===== src/sv/bro_enc_pkg.sv =====
`default_nettype none
package bro_enc_pkg;

    localparam int RATE_W = 64;
    localparam int KB_W   = RATE_W - 10;
    localparam int REM_W  = 18;
    localparam int PROD_W = 26;

    // Rates above this many kbps saturate the second extended octet.
    localparam logic [KB_W-1:0] KB_SAT2 = KB_W'(65200 * 1024);

    // Boundaries of the lower-octet coding ranges, in kbps.
    localparam logic [REM_W-1:0] UNIT_MAX  = REM_W'(63);
    localparam logic [REM_W-1:0] OCT8_MAX  = REM_W'(568);
    localparam logic [REM_W-1:0] OCT64_MIN = REM_W'(576);
    localparam logic [REM_W-1:0] OCT64_MAX = REM_W'(8640);
    localparam logic [REM_W-1:0] EXT_MIN   = REM_W'(8700);
    localparam logic [REM_W-1:0] E100_MAX  = REM_W'(16000);
    localparam logic [REM_W-1:0] E1M_MIN   = REM_W'(17 * 1024);
    localparam logic [REM_W-1:0] E1M_MAX   = REM_W'(128 * 1024);
    localparam logic [REM_W-1:0] E2M_MIN   = REM_W'(130 * 1024);
    localparam logic [REM_W-1:0] E100_OFS  = REM_W'(8600);
    localparam logic [REM_W-1:0] E1M_OFS   = REM_W'(16 * 1024);
    localparam logic [REM_W-1:0] E2M_OFS   = REM_W'(128 * 1024);

    // Division by 100 is a multiply by ceil(2^19 / 100) and a shift by 19.
    localparam logic [12:0] RECIP_100   = 13'd5243;
    localparam int          RECIP_SHIFT = 19;

    localparam logic [7:0] BASE_RESERVED = 8'hff;
    localparam logic [7:0] BASE_EXT      = 8'hfe;
    localparam logic [7:0] BASE_OCT8     = 8'h40;
    localparam logic [7:0] BASE_GAP8     = 8'h7f;
    localparam logic [7:0] BASE_OCT64    = 8'h80;
    localparam logic [7:0] EXT_E1M       = 8'h4a;
    localparam logic [7:0] EXT_E2M       = 8'hba;
    localparam logic [7:0] EXT2_SAT      = 8'hfe;

    localparam logic [1:0] CNT_NONE = 2'd0;
    localparam logic [1:0] CNT_BASE = 2'd1;
    localparam logic [1:0] CNT_EXT  = 2'd2;
    localparam logic [1:0] CNT_EXT2 = 2'd3;

    typedef enum logic [3:0] {
        REG_NONE,
        REG_UNIT,
        REG_OCT8,
        REG_GAP8,
        REG_OCT64,
        REG_GAP64,
        REG_E100,
        REG_E100SAT,
        REG_E1M,
        REG_E1MSAT,
        REG_E2M
    } region_t;

    typedef struct packed {
        logic             valid;
        logic             zero;
        logic             hi;
        logic             sat;
        logic [7:0]       ext2_raw;
        logic [REM_W-1:0] rem;
    } s1_t;

    typedef struct packed {
        logic              valid;
        logic              zero;
        logic              hi;
        region_t           region;
        logic [7:0]        ext2;
        logic [REM_W-1:0]  rem;
        logic [PROD_W-1:0] prod;
    } s2_t;

endpackage
`default_nettype wire


===== src/sv/bro_enc_split.sv =====
`default_nettype none
module bro_enc_split (
    input  wire logic                            clk,
    input  wire logic                            rst_n,
    input  wire logic                            start,
    input  wire logic [bro_enc_pkg::RATE_W-1:0]  rate_bps,
    output bro_enc_pkg::s1_t                     s1
);

    logic [bro_enc_pkg::KB_W-1:0] kb;
    bro_enc_pkg::s1_t             s1_reg;
    bro_enc_pkg::s1_t             s1_next;

    assign kb = rate_bps[bro_enc_pkg::RATE_W-1:10];

    // The remainder below the 256-Mbps step is always the low bits of kbps,
    // whether or not the second extended octet is in use.
    always_comb
    begin
        s1_next.valid    = start;
        s1_next.zero     = (kb == '0);
        s1_next.hi       = (kb[bro_enc_pkg::KB_W-1:bro_enc_pkg::REM_W] != '0);
        s1_next.sat      = (kb > bro_enc_pkg::KB_SAT2);
        s1_next.ext2_raw = kb[bro_enc_pkg::REM_W+7:bro_enc_pkg::REM_W];
        s1_next.rem      = kb[bro_enc_pkg::REM_W-1:0];
    end

    always_ff @(posedge clk or negedge rst_n)
    begin
        if (!rst_n)
        begin
            s1_reg <= '0;
        end
        else
        begin
            s1_reg <= s1_next;
        end
    end

    assign s1 = s1_reg;

endmodule
`default_nettype wire


===== src/sv/bro_enc_classify.sv =====
`default_nettype none
module bro_enc_classify (
    input  wire logic             clk,
    input  wire logic             rst_n,
    input  wire bro_enc_pkg::s1_t s1,
    output bro_enc_pkg::s2_t      s2
);

    bro_enc_pkg::s2_t                   s2_reg;
    bro_enc_pkg::s2_t                   s2_next;
    logic [bro_enc_pkg::REM_W-1:0]      x100;
    bro_enc_pkg::region_t               region;

    always_comb
    begin
        if (s1.rem == '0)
            region = bro_enc_pkg::REG_NONE;
        else if (s1.rem <= bro_enc_pkg::UNIT_MAX)
            region = bro_enc_pkg::REG_UNIT;
        else if (s1.rem <= bro_enc_pkg::OCT8_MAX)
            region = bro_enc_pkg::REG_OCT8;
        else if (s1.rem < bro_enc_pkg::OCT64_MIN)
            region = bro_enc_pkg::REG_GAP8;
        else if (s1.rem <= bro_enc_pkg::OCT64_MAX)
            region = bro_enc_pkg::REG_OCT64;
        else if (s1.rem < bro_enc_pkg::EXT_MIN)
            region = bro_enc_pkg::REG_GAP64;
        else if (s1.rem <= bro_enc_pkg::E100_MAX)
            region = bro_enc_pkg::REG_E100;
        else if (s1.rem < bro_enc_pkg::E1M_MIN)
            region = bro_enc_pkg::REG_E100SAT;
        else if (s1.rem <= bro_enc_pkg::E1M_MAX)
            region = bro_enc_pkg::REG_E1M;
        else if (s1.rem < bro_enc_pkg::E2M_MIN)
            region = bro_enc_pkg::REG_E1MSAT;
        else
            region = bro_enc_pkg::REG_E2M;
    end

    // Only meaningful in the 100-kbps range, where the offset fits 13 bits.
    assign x100 = s1.rem - bro_enc_pkg::E100_OFS;

    always_comb
    begin
        s2_next.valid  = s1.valid;
        s2_next.zero   = s1.zero;
        s2_next.hi     = s1.hi;
        s2_next.region = region;
        s2_next.rem    = s1.rem;
        s2_next.prod   = x100[12:0] * bro_enc_pkg::RECIP_100;
        if (s1.sat)
            s2_next.ext2 = bro_enc_pkg::EXT2_SAT;
        else if (s1.hi)
            s2_next.ext2 = s1.ext2_raw;
        else
            s2_next.ext2 = 8'd0;
    end

    always_ff @(posedge clk or negedge rst_n)
    begin
        if (!rst_n)
        begin
            s2_reg <= '0;
        end
        else
        begin
            s2_reg <= s2_next;
        end
    end

    assign s2 = s2_reg;

endmodule
`default_nettype wire


===== src/sv/bro_enc_format.sv =====
`default_nettype none
module bro_enc_format (
    input  wire logic             clk,
    input  wire logic             rst_n,
    input  wire bro_enc_pkg::s2_t s2,
    input  wire logic             zero_mode,
    output logic                  done,
    output logic [7:0]            base_octet,
    output logic [7:0]            ext_octet,
    output logic [7:0]            ext2_octet,
    output logic [1:0]            octet_count
);

    logic                                done_reg;
    logic [7:0]                          base_reg;
    logic [7:0]                          base_next;
    logic [7:0]                          ext_reg;
    logic [7:0]                          ext_next;
    logic [7:0]                          ext2_reg;
    logic [7:0]                          ext2_next;
    logic [1:0]                          count_reg;
    logic [1:0]                          count_next;
    logic [9:0]                          d8;
    logic [13:0]                         d64;
    logic [bro_enc_pkg::REM_W-1:0]       d1m;
    logic [bro_enc_pkg::REM_W-1:0]       d2m;
    logic [6:0]                          q100;

    assign d8   = s2.rem[9:0] - 10'd64;
    assign d64  = s2.rem[13:0] - bro_enc_pkg::OCT64_MIN[13:0];
    assign d1m  = s2.rem - bro_enc_pkg::E1M_OFS;
    assign d2m  = s2.rem - bro_enc_pkg::E2M_OFS;
    assign q100 = s2.prod[bro_enc_pkg::PROD_W-1:bro_enc_pkg::RECIP_SHIFT];

    always_comb
    begin
        ext_next  = 8'd0;
        base_next = bro_enc_pkg::BASE_EXT;
        case (s2.region)
            bro_enc_pkg::REG_NONE:    base_next = 8'd0;
            bro_enc_pkg::REG_UNIT:    base_next = s2.rem[7:0];
            bro_enc_pkg::REG_OCT8:    base_next = bro_enc_pkg::BASE_OCT8 + {2'b00, d8[8:3]};
            bro_enc_pkg::REG_GAP8:    base_next = bro_enc_pkg::BASE_GAP8;
            bro_enc_pkg::REG_OCT64:   base_next = bro_enc_pkg::BASE_OCT64 + {1'b0, d64[12:6]};
            bro_enc_pkg::REG_GAP64:   base_next = bro_enc_pkg::BASE_EXT;
            bro_enc_pkg::REG_E100:    ext_next  = {1'b0, q100};
            bro_enc_pkg::REG_E100SAT: ext_next  = bro_enc_pkg::EXT_E1M;
            bro_enc_pkg::REG_E1M:     ext_next  = bro_enc_pkg::EXT_E1M + {1'b0, d1m[16:10]};
            bro_enc_pkg::REG_E1MSAT:  ext_next  = bro_enc_pkg::EXT_E2M;
            bro_enc_pkg::REG_E2M:     ext_next  = bro_enc_pkg::EXT_E2M + {2'b00, d2m[16:11]};
            default:                  base_next = 8'd0;
        endcase

        if (s2.hi)
            count_next = bro_enc_pkg::CNT_EXT2;
        else if (ext_next != 8'd0)
            count_next = bro_enc_pkg::CNT_EXT;
        else
            count_next = bro_enc_pkg::CNT_BASE;
        ext2_next = s2.ext2;

        // A rate below 1 kbps follows the zero-rate mode.
        if (s2.zero)
        begin
            base_next  = zero_mode ? 8'd0 : bro_enc_pkg::BASE_RESERVED;
            ext_next   = 8'd0;
            ext2_next  = 8'd0;
            count_next = zero_mode ? bro_enc_pkg::CNT_NONE : bro_enc_pkg::CNT_BASE;
        end
    end

    always_ff @(posedge clk or negedge rst_n)
    begin
        if (!rst_n)
        begin
            done_reg <= 1'b0;
        end
        else
        begin
            done_reg <= s2.valid;
        end
    end

    always_ff @(posedge clk)
    begin
        base_reg  <= base_next;
        ext_reg   <= ext_next;
        ext2_reg  <= ext2_next;
        count_reg <= count_next;
    end

    assign done        = done_reg;
    assign base_octet  = base_reg;
    assign ext_octet   = ext_reg;
    assign ext2_octet  = ext2_reg;
    assign octet_count = count_reg;

endmodule
`default_nettype wire


===== src/sv/bit_rate_octet_encoder.sv =====
// Bit-rate octet encoder.
//
// Input: raise start with rate_bps (bit/s) for one cycle; the transaction
// is taken at that clock edge. busy is always low, so a new rate may be
// given in every cycle.
// Output: done is high for exactly one cycle while base_octet, ext_octet,
// ext2_octet and octet_count hold the encoding. Results pass through the
// split, classify and format registers in the order the rates were given;
// the receiver cannot stall them and must take them when done is high.
// Throughput is one transaction per cycle through a three-stage pipeline:
// split into kbps and remainder, range classification with the multiply
// by the reciprocal of 100, then octet formatting.
// Configuration: cfg_wr_en writes cfg_wr_data into the zero-rate mode
// (0: zero gives 0xff with one octet, 1: all zero with count 0). Write it
// only while no transaction is in flight.
// Reset clears the pipeline valid bits and sets the zero-rate mode to 0.
`default_nettype none
module bit_rate_octet_encoder (
    input  wire logic                            clk,
    input  wire logic                            rst_n,
    input  wire logic                            start,
    output logic                                 busy,
    input  wire logic [bro_enc_pkg::RATE_W-1:0]  rate_bps,
    input  wire logic                            cfg_wr_en,
    input  wire logic                            cfg_wr_data,
    output logic                                 done,
    output logic [7:0]                           base_octet,
    output logic [7:0]                           ext_octet,
    output logic [7:0]                           ext2_octet,
    output logic [1:0]                           octet_count
);

    logic             zero_mode_reg;
    bro_enc_pkg::s1_t s1;
    bro_enc_pkg::s2_t s2;

    assign busy = 1'b0;

    always_ff @(posedge clk or negedge rst_n)
    begin
        if (!rst_n)
        begin
            zero_mode_reg <= 1'b0;
        end
        else if (cfg_wr_en)
        begin
            zero_mode_reg <= cfg_wr_data;
        end
    end

    bro_enc_split u_split (
        .clk      (clk),
        .rst_n    (rst_n),
        .start    (start),
        .rate_bps (rate_bps),
        .s1       (s1)
    );

    bro_enc_classify u_classify (
        .clk   (clk),
        .rst_n (rst_n),
        .s1    (s1),
        .s2    (s2)
    );

    bro_enc_format u_format (
        .clk         (clk),
        .rst_n       (rst_n),
        .s2          (s2),
        .zero_mode   (zero_mode_reg),
        .done        (done),
        .base_octet  (base_octet),
        .ext_octet   (ext_octet),
        .ext2_octet  (ext2_octet),
        .octet_count (octet_count)
    );

endmodule
`default_nettype wire


===== config.mk =====
export PLATFORM = sky130hd
export DESIGN_NAME = bit_rate_octet_encoder
export DESIGN_NICKNAME = d
export VERILOG_FILES = /design/src/sv/bro_enc_pkg.sv /design/src/sv/bro_enc_split.sv /design/src/sv/bro_enc_classify.sv /design/src/sv/bro_enc_format.sv /design/src/sv/bit_rate_octet_encoder.sv
export SDC_FILE = /design/constraint.sdc
export NUM_CORES = 1
export LEC_CHECK = 0
export ABC_CLOCK_PERIOD_IN_PS = 6300
export BUFFER_PORTS_ARGS = -buffer_cell sky130_fd_sc_hd__buf_2
export CELL_PAD_IN_SITES_DETAIL_PLACEMENT = 1
export CELL_PAD_IN_SITES_GLOBAL_PLACEMENT = 1
export CORE_ASPECT_RATIO = 1.2
export CORE_MARGIN = 1
export CORE_UTILIZATION = 43
export DETAILED_ROUTE_END_ITERATION = 10
export PLACE_DENSITY_LB_ADDON = 0.1
export SLEW_MARGIN = 15
export SYNTH_ARGS = -nofsm -noshare
export SYNTH_HDL_FRONTEND = slang
export SYNTH_HIERARCHICAL = 1
export SYNTH_SLANG_ARGS = --single-unit

===== constraint.sdc =====
create_clock -name clk -period 6.3 [get_ports clk]
set_clock_uncertainty 0.2 [all_clocks]
set_input_delay 0.63 -clock clk [delete_from_list [all_inputs] [get_ports clk]]
set_output_delay 0.63 -clock clk [all_outputs]
set_load 0.01 [all_outputs]

==> reports/metrics.csv, run 1 <==
stage,metric,value,unit
status,status,"complete, no violations",
sta,timing.fmax,166,MHz
clock_network,cts_sinks,97,
global_route,grt_pass1_vias,5885,
hold_path,min_path_type,flip-flop to flip-flop,
sta,hold_viol,0,
logic_synthesis,synth.avg_cell_area,10.2,um^2
critical_path,worstPathMaxFanout,4,
logic_synthesis,yosys_warnings,6,
sta,finalSetupViolations,0,
clock_network,clkTransAtPathRegs,0.07,ns
route,ant_nets,0,
route,wl_per_cell,17.3,um
final_layout,drive_above_1_share,15.6,%
clock_network,htree_levels,3,
floorplanning,rows,52,
logic_synthesis,synthCells,724,
run,drv_cap,0,
placement,routabilityCongestion,0.874,
floorplanning,dieArea,0.0178,mm^2
route,viasPerCell,5.27,
sta,finalCriticalPeriod,6.03,ns
floorplanning,start_util,44.0,%
placement,dpl.hpwl,15.0,mm
sta,rsz0062_at_grt,false,
global_route,antenna_found_initial,0,
critical_path,worstPathRequired,6.30,ns
sta,fin_tns_setup,0,ns
route,dr.pass1.iters,4,
critical_path,setup.worst_path.end_class,flip-flop,
logic_synthesis,syn_area,0.00742,mm^2
clock_network,cts_resized,0,
global_route,grt_max_degree,72,
final_layout,largest_reg_flops,39,
floorplanning,num_io_pins,97,
clock_network,numCtsBuffers,9,
clock_network,post_cts_buffers,0,
clock_network,clk_latency,0.34,ns
critical_path,arrival,6.03,ns
route,remaining_drc_errors,0,
clock_network,cts_buffer_depth,2,
final_layout,synthToLayoutAreaGrowth,13.0,%
sta,max_slew.worst_pin.slew,1.01,ns
final_layout,diodes,0,
route,drt-total-wl,17.8,mm
sta,relSlewSlack,32.2,%
floorplanning,fp.dieH,146,um
route,drt_iter0_drc,255,
power,p_leak,4.16,nW
route,dr_total_vias,5419,
global_route,overflow,0,
clock_network,cts_tree,yes,
global_route,grt_pass1_wl,29.9,mm
floorplanning,core,0.0169,mm^2
clock_network,postCtsHoldBufs,0,
sta,fin_crit_sh,95.8,%
global_route,grt.total_usage,21.6,%
power,pwr_density_cell,461,mW/mm^2
clock_network,cts-root-buf,clkbuf_16,
critical_path,crit_path_start_kind,flip-flop,
placement,port-buffer-count,85,
sta,report.final.slew_viol_count,0,
sta,whs,0.153,ns
final_layout,nets,1038,
critical_path,ff2ff_setup_slack,0.27,ns
power,ir_worst_vdd,0.000691,V
floorplanning,fp.dieW,122,um
critical_path,critPathKind,flip-flop to flip-flop,
logic_synthesis,syn-num-nets,955,
## power breakdown
group	switching, mW	internal, mW
Sequential	0.0434	0.679
Clock	0.242	0.287
Combinational	1.53	1.08
## worst max-delay path, cell delays in order (launching register included)
cell and delay, ns:
dfrtp_1 0.39, ha_1 0.23, nor3_1 0.23, or2_1 0.26
nand2_1 0.09, xor2_1 0.20, inv_1 0.09, ha_1 0.34
fa_1 0.59, fa_1 0.47, fa_1 0.49, inv_1 0.05
fa_1 0.53, inv_1 0.04, ha_1 0.33, nand3_1 0.11
o211ai_1 0.11, a311o_1 0.44, o21ba_1 0.24, nor4_1 0.29
a211oi_1 0.14
## final timing paths
check,startpoint,depth (start not counted),end
max,u_split/s1[3],20,u_classify/s2[19]
max reg2reg,u_split/s1[3],20,u_classify/s2[19]
max in group asynchronous,rst_n,2,u_classify/s2[47]
min,u_split/s1[29],0,u_classify/s2[58]
min reg2reg,u_split/s1[29],0,u_classify/s2[58]
min in group asynchronous,rst_n,2,u_classify/s2[24]
## cell usage in the layout (no fill, tap or decap), types with 5 or more instances in the layout
cell	count
nor3_1	9
fa_1	51
ha_1	111
xnor2_1	19
dfrtp_1	71
buf_2	85
clkbuf_16	9
a211oi_1	5
o211ai_1	7
xor2_1	13
inv_1	119
a21o_1	21
nand2b_1	6
a21oi_1	32
nand3_1	13
nor4_1	12
nand4_1	9
nand2_1	21
nor2_1	33
dfxtp_1	26
buf_4	7
o21ai_0	20
and3_1	5
nor2b_1	13
mux2i_1	5
## per-layer routing
layer,vias to the layer above,part of all wire (%),GRT usage (%)
met5,-,0,0
met4,0,2.4,7.28
met3,26,1.7,2.35
met2,74,55,39.5
met1,2699,41,25.8
li1,2620,-,-
## cell type report
| type | count | area [um^2] |
|---|---|---|
| fill | 1919 | 8470 |
| multi-input combinational | 488 | 4590 |
| sequential | 97 | 2300 |
| timing repair buffer | 92 | 478 |
| inverter | 119 | 447 |
| tap | 216 | 270 |
| clock buffer | 10 | 239 |
| clock inverter | 6 | 60.1 |
## stage by stage
step	worst slack [ns]	cell area (um^2)	power, mW	utilization, %	std cells
final	0.265	8380	3.86	49.8	1028
after global placement	0.360	8080	3.22	47.9	1012
after CTS	0.240	8370	3.91	49.7	1028
after global routing	0.00147	8380	4.33	49.8	1028
after floorplan	0.528	7420	2.65	-	724
after detailed placement	0.292	8080	3.36	47.9	1012
No activity file was read; power rests on OpenSTA's default activity.
==> run 2: changes to the inputs <==
PLACE_DENSITY = 0.86   (was not set)
PLACE_DENSITY_LB_ADDON = not set   (was 0.1)
==> reports/metrics.csv, run 2 (synthesis results as in run 1) <==
stage,metric,value,unit
status,status,"complete, no violations",
route,drt-total-wl,20.0,mm
power,p_clk_share,13.1,%
sta,relSlewSlack,39.3,%
critical_path,worstPathRequired,6.31,ns
placement,port-buffer-count,85,
final_layout,fillCellCount,1876,
sta,fin_tns_setup,0,ns
global_route,antenna_found_initial,0,
global_route,use_met2,43.9,%
global_route,use_met1,25.5,%
sta,finalSetupViolations,0,
final_layout,fin_area,0.00839,mm^2
clock_network,post_cts_buffers,0,
floorplanning,rows,52,
clock_network,cts_sinks,97,
clock_network,cts-root-buf,clkbuf_16,
final_layout,drive_above_1_share,16.0,%
power,power_frac_comb,68.5,%
clock_network,clkTransAtPathRegs,0.07,ns
clock_network,htree_levels,3,
global_route,grt.total_usage,23.6,%
critical_path,setup.worst_path.end_class,flip-flop,
clock_network,clk_latency,0.35,ns
floorplanning,num_io_pins,97,
clock_network,cts_tree,yes,
sta,report.final.slew_viol_count,0,
placement,dpl.hpwl,16.3,mm
critical_path,worstPathMaxFanout,5,
final_layout,diodes,0,
global_route,grt_pass1_vias,6330,
floorplanning,core,0.0169,mm^2
global_route,grt_max_degree,72,
hold_path,min_path_type,flip-flop to flip-flop,
final_layout,synthToLayoutAreaGrowth,13.1,%
power,internal-power,2.06,mW
final_layout,largest_reg_flops,39,
sta,timing.fmax,163,MHz
sta,hold_viol,0,
sta,finalCriticalPeriod,6.14,ns
floorplanning,dieArea,0.0178,mm^2
critical_path,crit_chain,ha_1 > nor3_2 > or2_1 > nand2_1 > xor2_1 > inv_1 > ha_1 > fa_1 > fa_1 > fa_1 > inv_1 > fa_1 > inv_1 > ha_1 > and4_1 > a311o_1 > o21ba_1 > nor4_1 > a211oi_1,
final_layout,utilization,49.8,%
placement,placedInstanceArea,0.00806,mm^2
critical_path,cpMostUsedCell,fa_1,
run,drv_cap,0,
route,dr.pass1.iters,4,
critical_path,arrival,6.15,ns
global_route,met3_usage,2.63,%
placement,pre_cts_ws,0.224,ns
route,dr_total_vias,5605,
clock_network,numCtsBuffers,9,
power,p_leak,4.16,nW
critical_path,crit_family,adder cells,
final_layout,final_cell_mix,"inv_1, ha_1, buf_2",
critical_path,crit_path_start_kind,flip-flop,
floorplanning,start_util,44.0,%
route,wl_per_cell,19.5,um
placement,routabilityCongestion,0.906,
clock_network,cts_buffer_depth,2,
final_layout,nets,1036,
final_layout,final_common_cell,inv_1,
critical_path,slowest_stage,fa_1,
global_route,grt_pass1_wl,31.8,mm
critical_path,crit_path_max_incr_delay,0.54,ns
power,swShare,48.0,%
critical_path,crit_buf_inv,3,
floorplanning,fp.dieH,146,um
power,pwr_density_cell,471,mW/mm^2
power,power_frac_seq,18.4,%
floorplanning,fp.dieW,122,um
route,drt_iter0_drc,243,
sta,max_slew.worst_pin.slew,0.911,ns
critical_path,critPathKind,flip-flop to flip-flop,
sta,whs,0.155,ns
global_route,overflow,0,
global_route,gr-max-usage-layer,met2,
power,power.switching,1.90,mW
power,ir_worst_vdd,0.000316,V
sta,fin_crit_sh,97.4,%
route,viasPerCell,5.46,
route,remaining_drc_errors,0,
sta,setup_ws,0.161,ns
route,ant_nets,0,
-- run 2: changes by cell type in the layout (fill, tap and decap cells not counted), sizes merged --
| cell | change |
|---|---|
| inv | -1 |
| clkinv | -1 |
| buf | -2 |
| clkinvlp | +2 |
-- run 2: area by class of cell --
| cell class | count | area, um^2 | share of cell area [%] |
|---|---|---|---|
| clock buffer | 10 | 229 | 2.73 |
| multi-input combinational | 488 | 4630 | 55.2 |
| sequential | 97 | 2300 | 27.4 |
| timing repair buffer | 90 | 465 | 5.55 |
| tap | 216 | 270 | 3.22 |
| clock inverter | 6 | 52.6 | 0.626 |
| inverter | 119 | 447 | 5.32 |
-- run 2: worst paths after layout --
path | endpoint | cells past startpoint | start | slack [ns]
max | u_classify/s2[19] | 19 | u_split/s1[3] | 0.16
min | u_format/done | 0 | u_classify/s2[58] | 0.15
max reg2reg | u_classify/s2[19] | 19 | u_split/s1[3] | 0.16
min reg2reg | u_format/done | 0 | u_classify/s2[58] | 0.15
max in group asynchronous | u_classify/s2[31] | 1 | rst_n | 5.10
min in group asynchronous | u_split/s1[24] | 1 | rst_n | 0.20
-- run 2: per-layer routing --
layer  wire, um  vias to the layer above
met5          0                        -
met4        946                        0
met3        423                       52
met2      11100                      132
met1       7550                     2802
li1           -                     2619
-- run 2: power groups by stage --
stage | combinational, mW | sequential, mW | clock [mW]
CTS | 2.73 | 0.726 | 0.530
global route | 3.07 | 0.733 | 0.555
detailed placement | 2.71 | 0.738 | 0
global placement | 2.49 | 0.733 | 0
finish | 2.71 | 0.727 | 0.519
floorplan | 1.94 | 0.719 | 0
-- run 2: timing repair --
action / CTS / global route
endpoints found under the setup margin: 0 / 4
gates resized for setup: 0 / 7
hold buffers: 0 / 0
-- run 2: worst reg2reg max path: cells and delay by family, from the launching register on --
kind,cells,cell delay (ns)
adder cells (fa/ha/maj),7,2.98
buffers and inverters,3,0.30
AO/OA/AOI/OAI,3,0.80
AND/OR/NAND/NOR,5,1.11
flip-flops,1,0.38
XOR/XNOR,1,0.24
-- run 2: stage by stage --
stage | instances | power, mW
global placement | 1010 | 3.22
detailed placement | 1010 | 3.44
CTS | 1026 | 3.99
floorplan | 724 | 2.65
finish | 1026 | 3.95
global route | 1026 | 4.35
==> run 3: changes to the inputs <==
ABC_AREA = 1   (was not set)
CORE_UTILIZATION = 41   (was 43)
==> reports/metrics.csv, run 3 <==
stage,metric,value,unit
clock_network,post_cts_buffers,0,
sta,max_slew.worst_pin.slew,0.858,ns
critical_path,slowest_stage,fa_1,
global_route,antenna_found_initial,0,
sta,hold_viol,0,
final_layout,final_common_cell,nand2_1,
critical_path,setup.worst_path.end_class,flip-flop,
status,status,"complete, no violations",
floorplanning,fp.dieH,154,um
route,ant_nets,0,
critical_path,crit_chain,ha_1 > inv_1 > nand2_1 > nand3_1 > nand2_1 > o21a_1 > inv_1 > nand2_1 > nand2_1 > inv_1 > ha_1 > ha_1 > fa_1 > fa_1 > inv_1 > fa_1 > inv_1 > ha_1 > a21oi_1 > o21ai_0 > a21oi_1 > nand3_1 > xor2_1,
clock_network,cts-root-buf,clkbuf_16,
floorplanning,start_util,41.8,%
logic_synthesis,syn_area,0.00786,mm^2
route,viasPerCell,4.95,
sta,relSlewSlack,42.8,%
route,wl_per_cell,16.2,um
route,dr_total_vias,6520,
hold_path,min_path_type,flip-flop to flip-flop,
route,dr.pass1.iters,4,
route,remaining_drc_errors,0,
logic_synthesis,yosys_warnings,6,
power,power_frac_comb,68.6,%
critical_path,worstPathMaxFanout,9,
critical_path,ff2ff_setup_slack,0.61,ns
sta,rsz0062_at_grt,false,
clock_network,cts_buffer_depth,2,
floorplanning,rows,55,
clock_network,cts_resized,0,
clock_network,cts_sinks,97,
route,drt-total-wl,21.4,mm
clock_network,clk_latency,0.36,ns
final_layout,synthToLayoutAreaGrowth,13.3,%
critical_path,crit_path_start_kind,flip-flop,
power,swShare,51.4,%
logic_synthesis,syn-num-nets,1193,
run,drv_cap,0,
sta,fin_crit_sh,90.3,%
clock_network,htree_levels,3,
sta,fin_tns_setup,0,ns
critical_path,worstPathRequired,6.35,ns
final_layout,layoutNonFillerInstCount,1316,
placement,dpl.hpwl,17.9,mm
critical_path,crit_path_max_incr_delay,0.57,ns
final_layout,drive_above_1_share,12.8,%
floorplanning,dieArea,0.0197,mm^2
floorplanning,core,0.0188,mm^2
power,pwr_density_cell,449,mW/mm^2
final_layout,fillCellCount,2329,
logic_synthesis,synth.avg_cell_area,8.17,um^2
clock_network,numCtsBuffers,9,
global_route,overflow,0,
final_layout,largest_reg_flops,39,
global_route,grt_pass1_wl,35.1,mm
final_layout,diodes,0,
clock_network,postCtsHoldBufs,0,
power,internal-power,1.94,mW
power,power_frac_seq,17.8,%
sta,timing.fmax,176,MHz
critical_path,cpMostUsedCell,inv_1,
power,p_clk_share,13.6,%
route,drt_iter0_drc,264,
placement,routabilityCongestion,0.891,
final_layout,multi_input_area,0.00478,mm^2
clock_network,clkTransAtPathRegs,0.07,ns
placement,port-buffer-count,85,
critical_path,critPathKind,flip-flop to flip-flop,
global_route,grt.total_usage,23.0,%
placement,placed_cells,1300,
sta,finalCriticalPeriod,5.69,ns
final_layout,seq_area,0.00230,mm^2
final_layout,final_cell_mix,"nand2_1, inv_1, ha_1",
critical_path,crit_family,adder cells,
sta,report.final.slew_viol_count,0,
floorplanning,fp.dieW,128,um
logic_synthesis,synthCells,962,
power,power.switching,2.05,mW
critical_path,arrival,5.74,ns
clock_network,cts_tree,yes,
global_route,grt_pass1_vias,7151,
floorplanning,num_io_pins,97,
power,ir_worst_vdd,0.000433,V
sta,finalSetupViolations,0,
critical_path,crit_buf_inv,5,
global_route,grt_max_degree,72,
power,p_leak,4.86,nW
final_layout,nets,1286,
==> run 3: worst paths after layout <==
kind | from | end | cells past startpoint
worst max-delay path | u_split/s1[3] | u_classify/s2[22] | 23
worst min-delay path | u_split/s1[28] | u_classify/s2[57] | 0
worst max register to register | u_split/s1[3] | u_classify/s2[22] | 23
worst min register to register | u_split/s1[28] | u_classify/s2[57] | 0
max in group asynchronous | rst_n | zero_mode_reg | 2
min in group asynchronous | rst_n | u_split/s1[29] | 2
==> run 3: metal layers <==
layer / track usage, % / share of wire [%] / wire [um]
met1: 25.1 / 39 / 8310
met2: 44.3 / 56 / 11900
met3: 2.44 / 2.1 / 453
met4: 10.0 / 3.4 / 731
met5: 0 / 0 / 0
==> run 3: power by group through the flow <==
stage / Combinational, mW / Clock (mW) / Sequential [mW]
6_report: 2.74 / 0.544 / 0.711
5_1_grt: 3.12 / 0.582 / 0.717
4_1_cts: 2.77 / 0.556 / 0.712
3_5_place_dp: 2.75 / 0 / 0.724
3_3_place_gp: 2.61 / 0 / 0.721
2_1_floorplan: 1.92 / 0 / 0.716
==> run 3: per-stage QoR <==
step / hold slack [ns] / setup slack (ns) / area, um^2 / util, % / power (mW)
6_report: 0.146 / 0.613 / 8900 / 47.4 / 4.00
3_3_place_gp: 0.136 / 0.825 / 8600 / 45.8 / 3.34
2_1_floorplan: 0.131 / 1.16 / 7860 / - / 2.63
5_1_grt: 0.150 / 0.329 / 8900 / 47.4 / 4.42
4_1_cts: 0.145 / 0.566 / 8900 / 47.4 / 4.04
3_5_place_dp: 0.136 / 0.590 / 8600 / 45.8 / 3.47
==> run 3: area by class of cell <==
| type | count | share of cell area [%] |
|---|---|---|
| clock buffers | 9 | 2.53 |
| clock inverters | 7 | 0.913 |
| multi-input cells | 658 | 53.7 |
| inverters | 201 | 8.47 |
| flip-flops and latches | 97 | 25.8 |
| well taps | 256 | 3.60 |
| repair buffers | 88 | 5.03 |
==> run 3: worst register-to-register path, delay by kind of cell (launching register included) <==
kind / cells / cell delay [ns]
adders and majority gates: 7 / 2.72
AOI/OAI and AO/OA: 4 / 0.89
and+or+nand+nor: 6 / 0.64
DFF: 1 / 0.56
buffers and inverters: 5 / 0.34
xor gates and xnor gates: 1 / 0.24
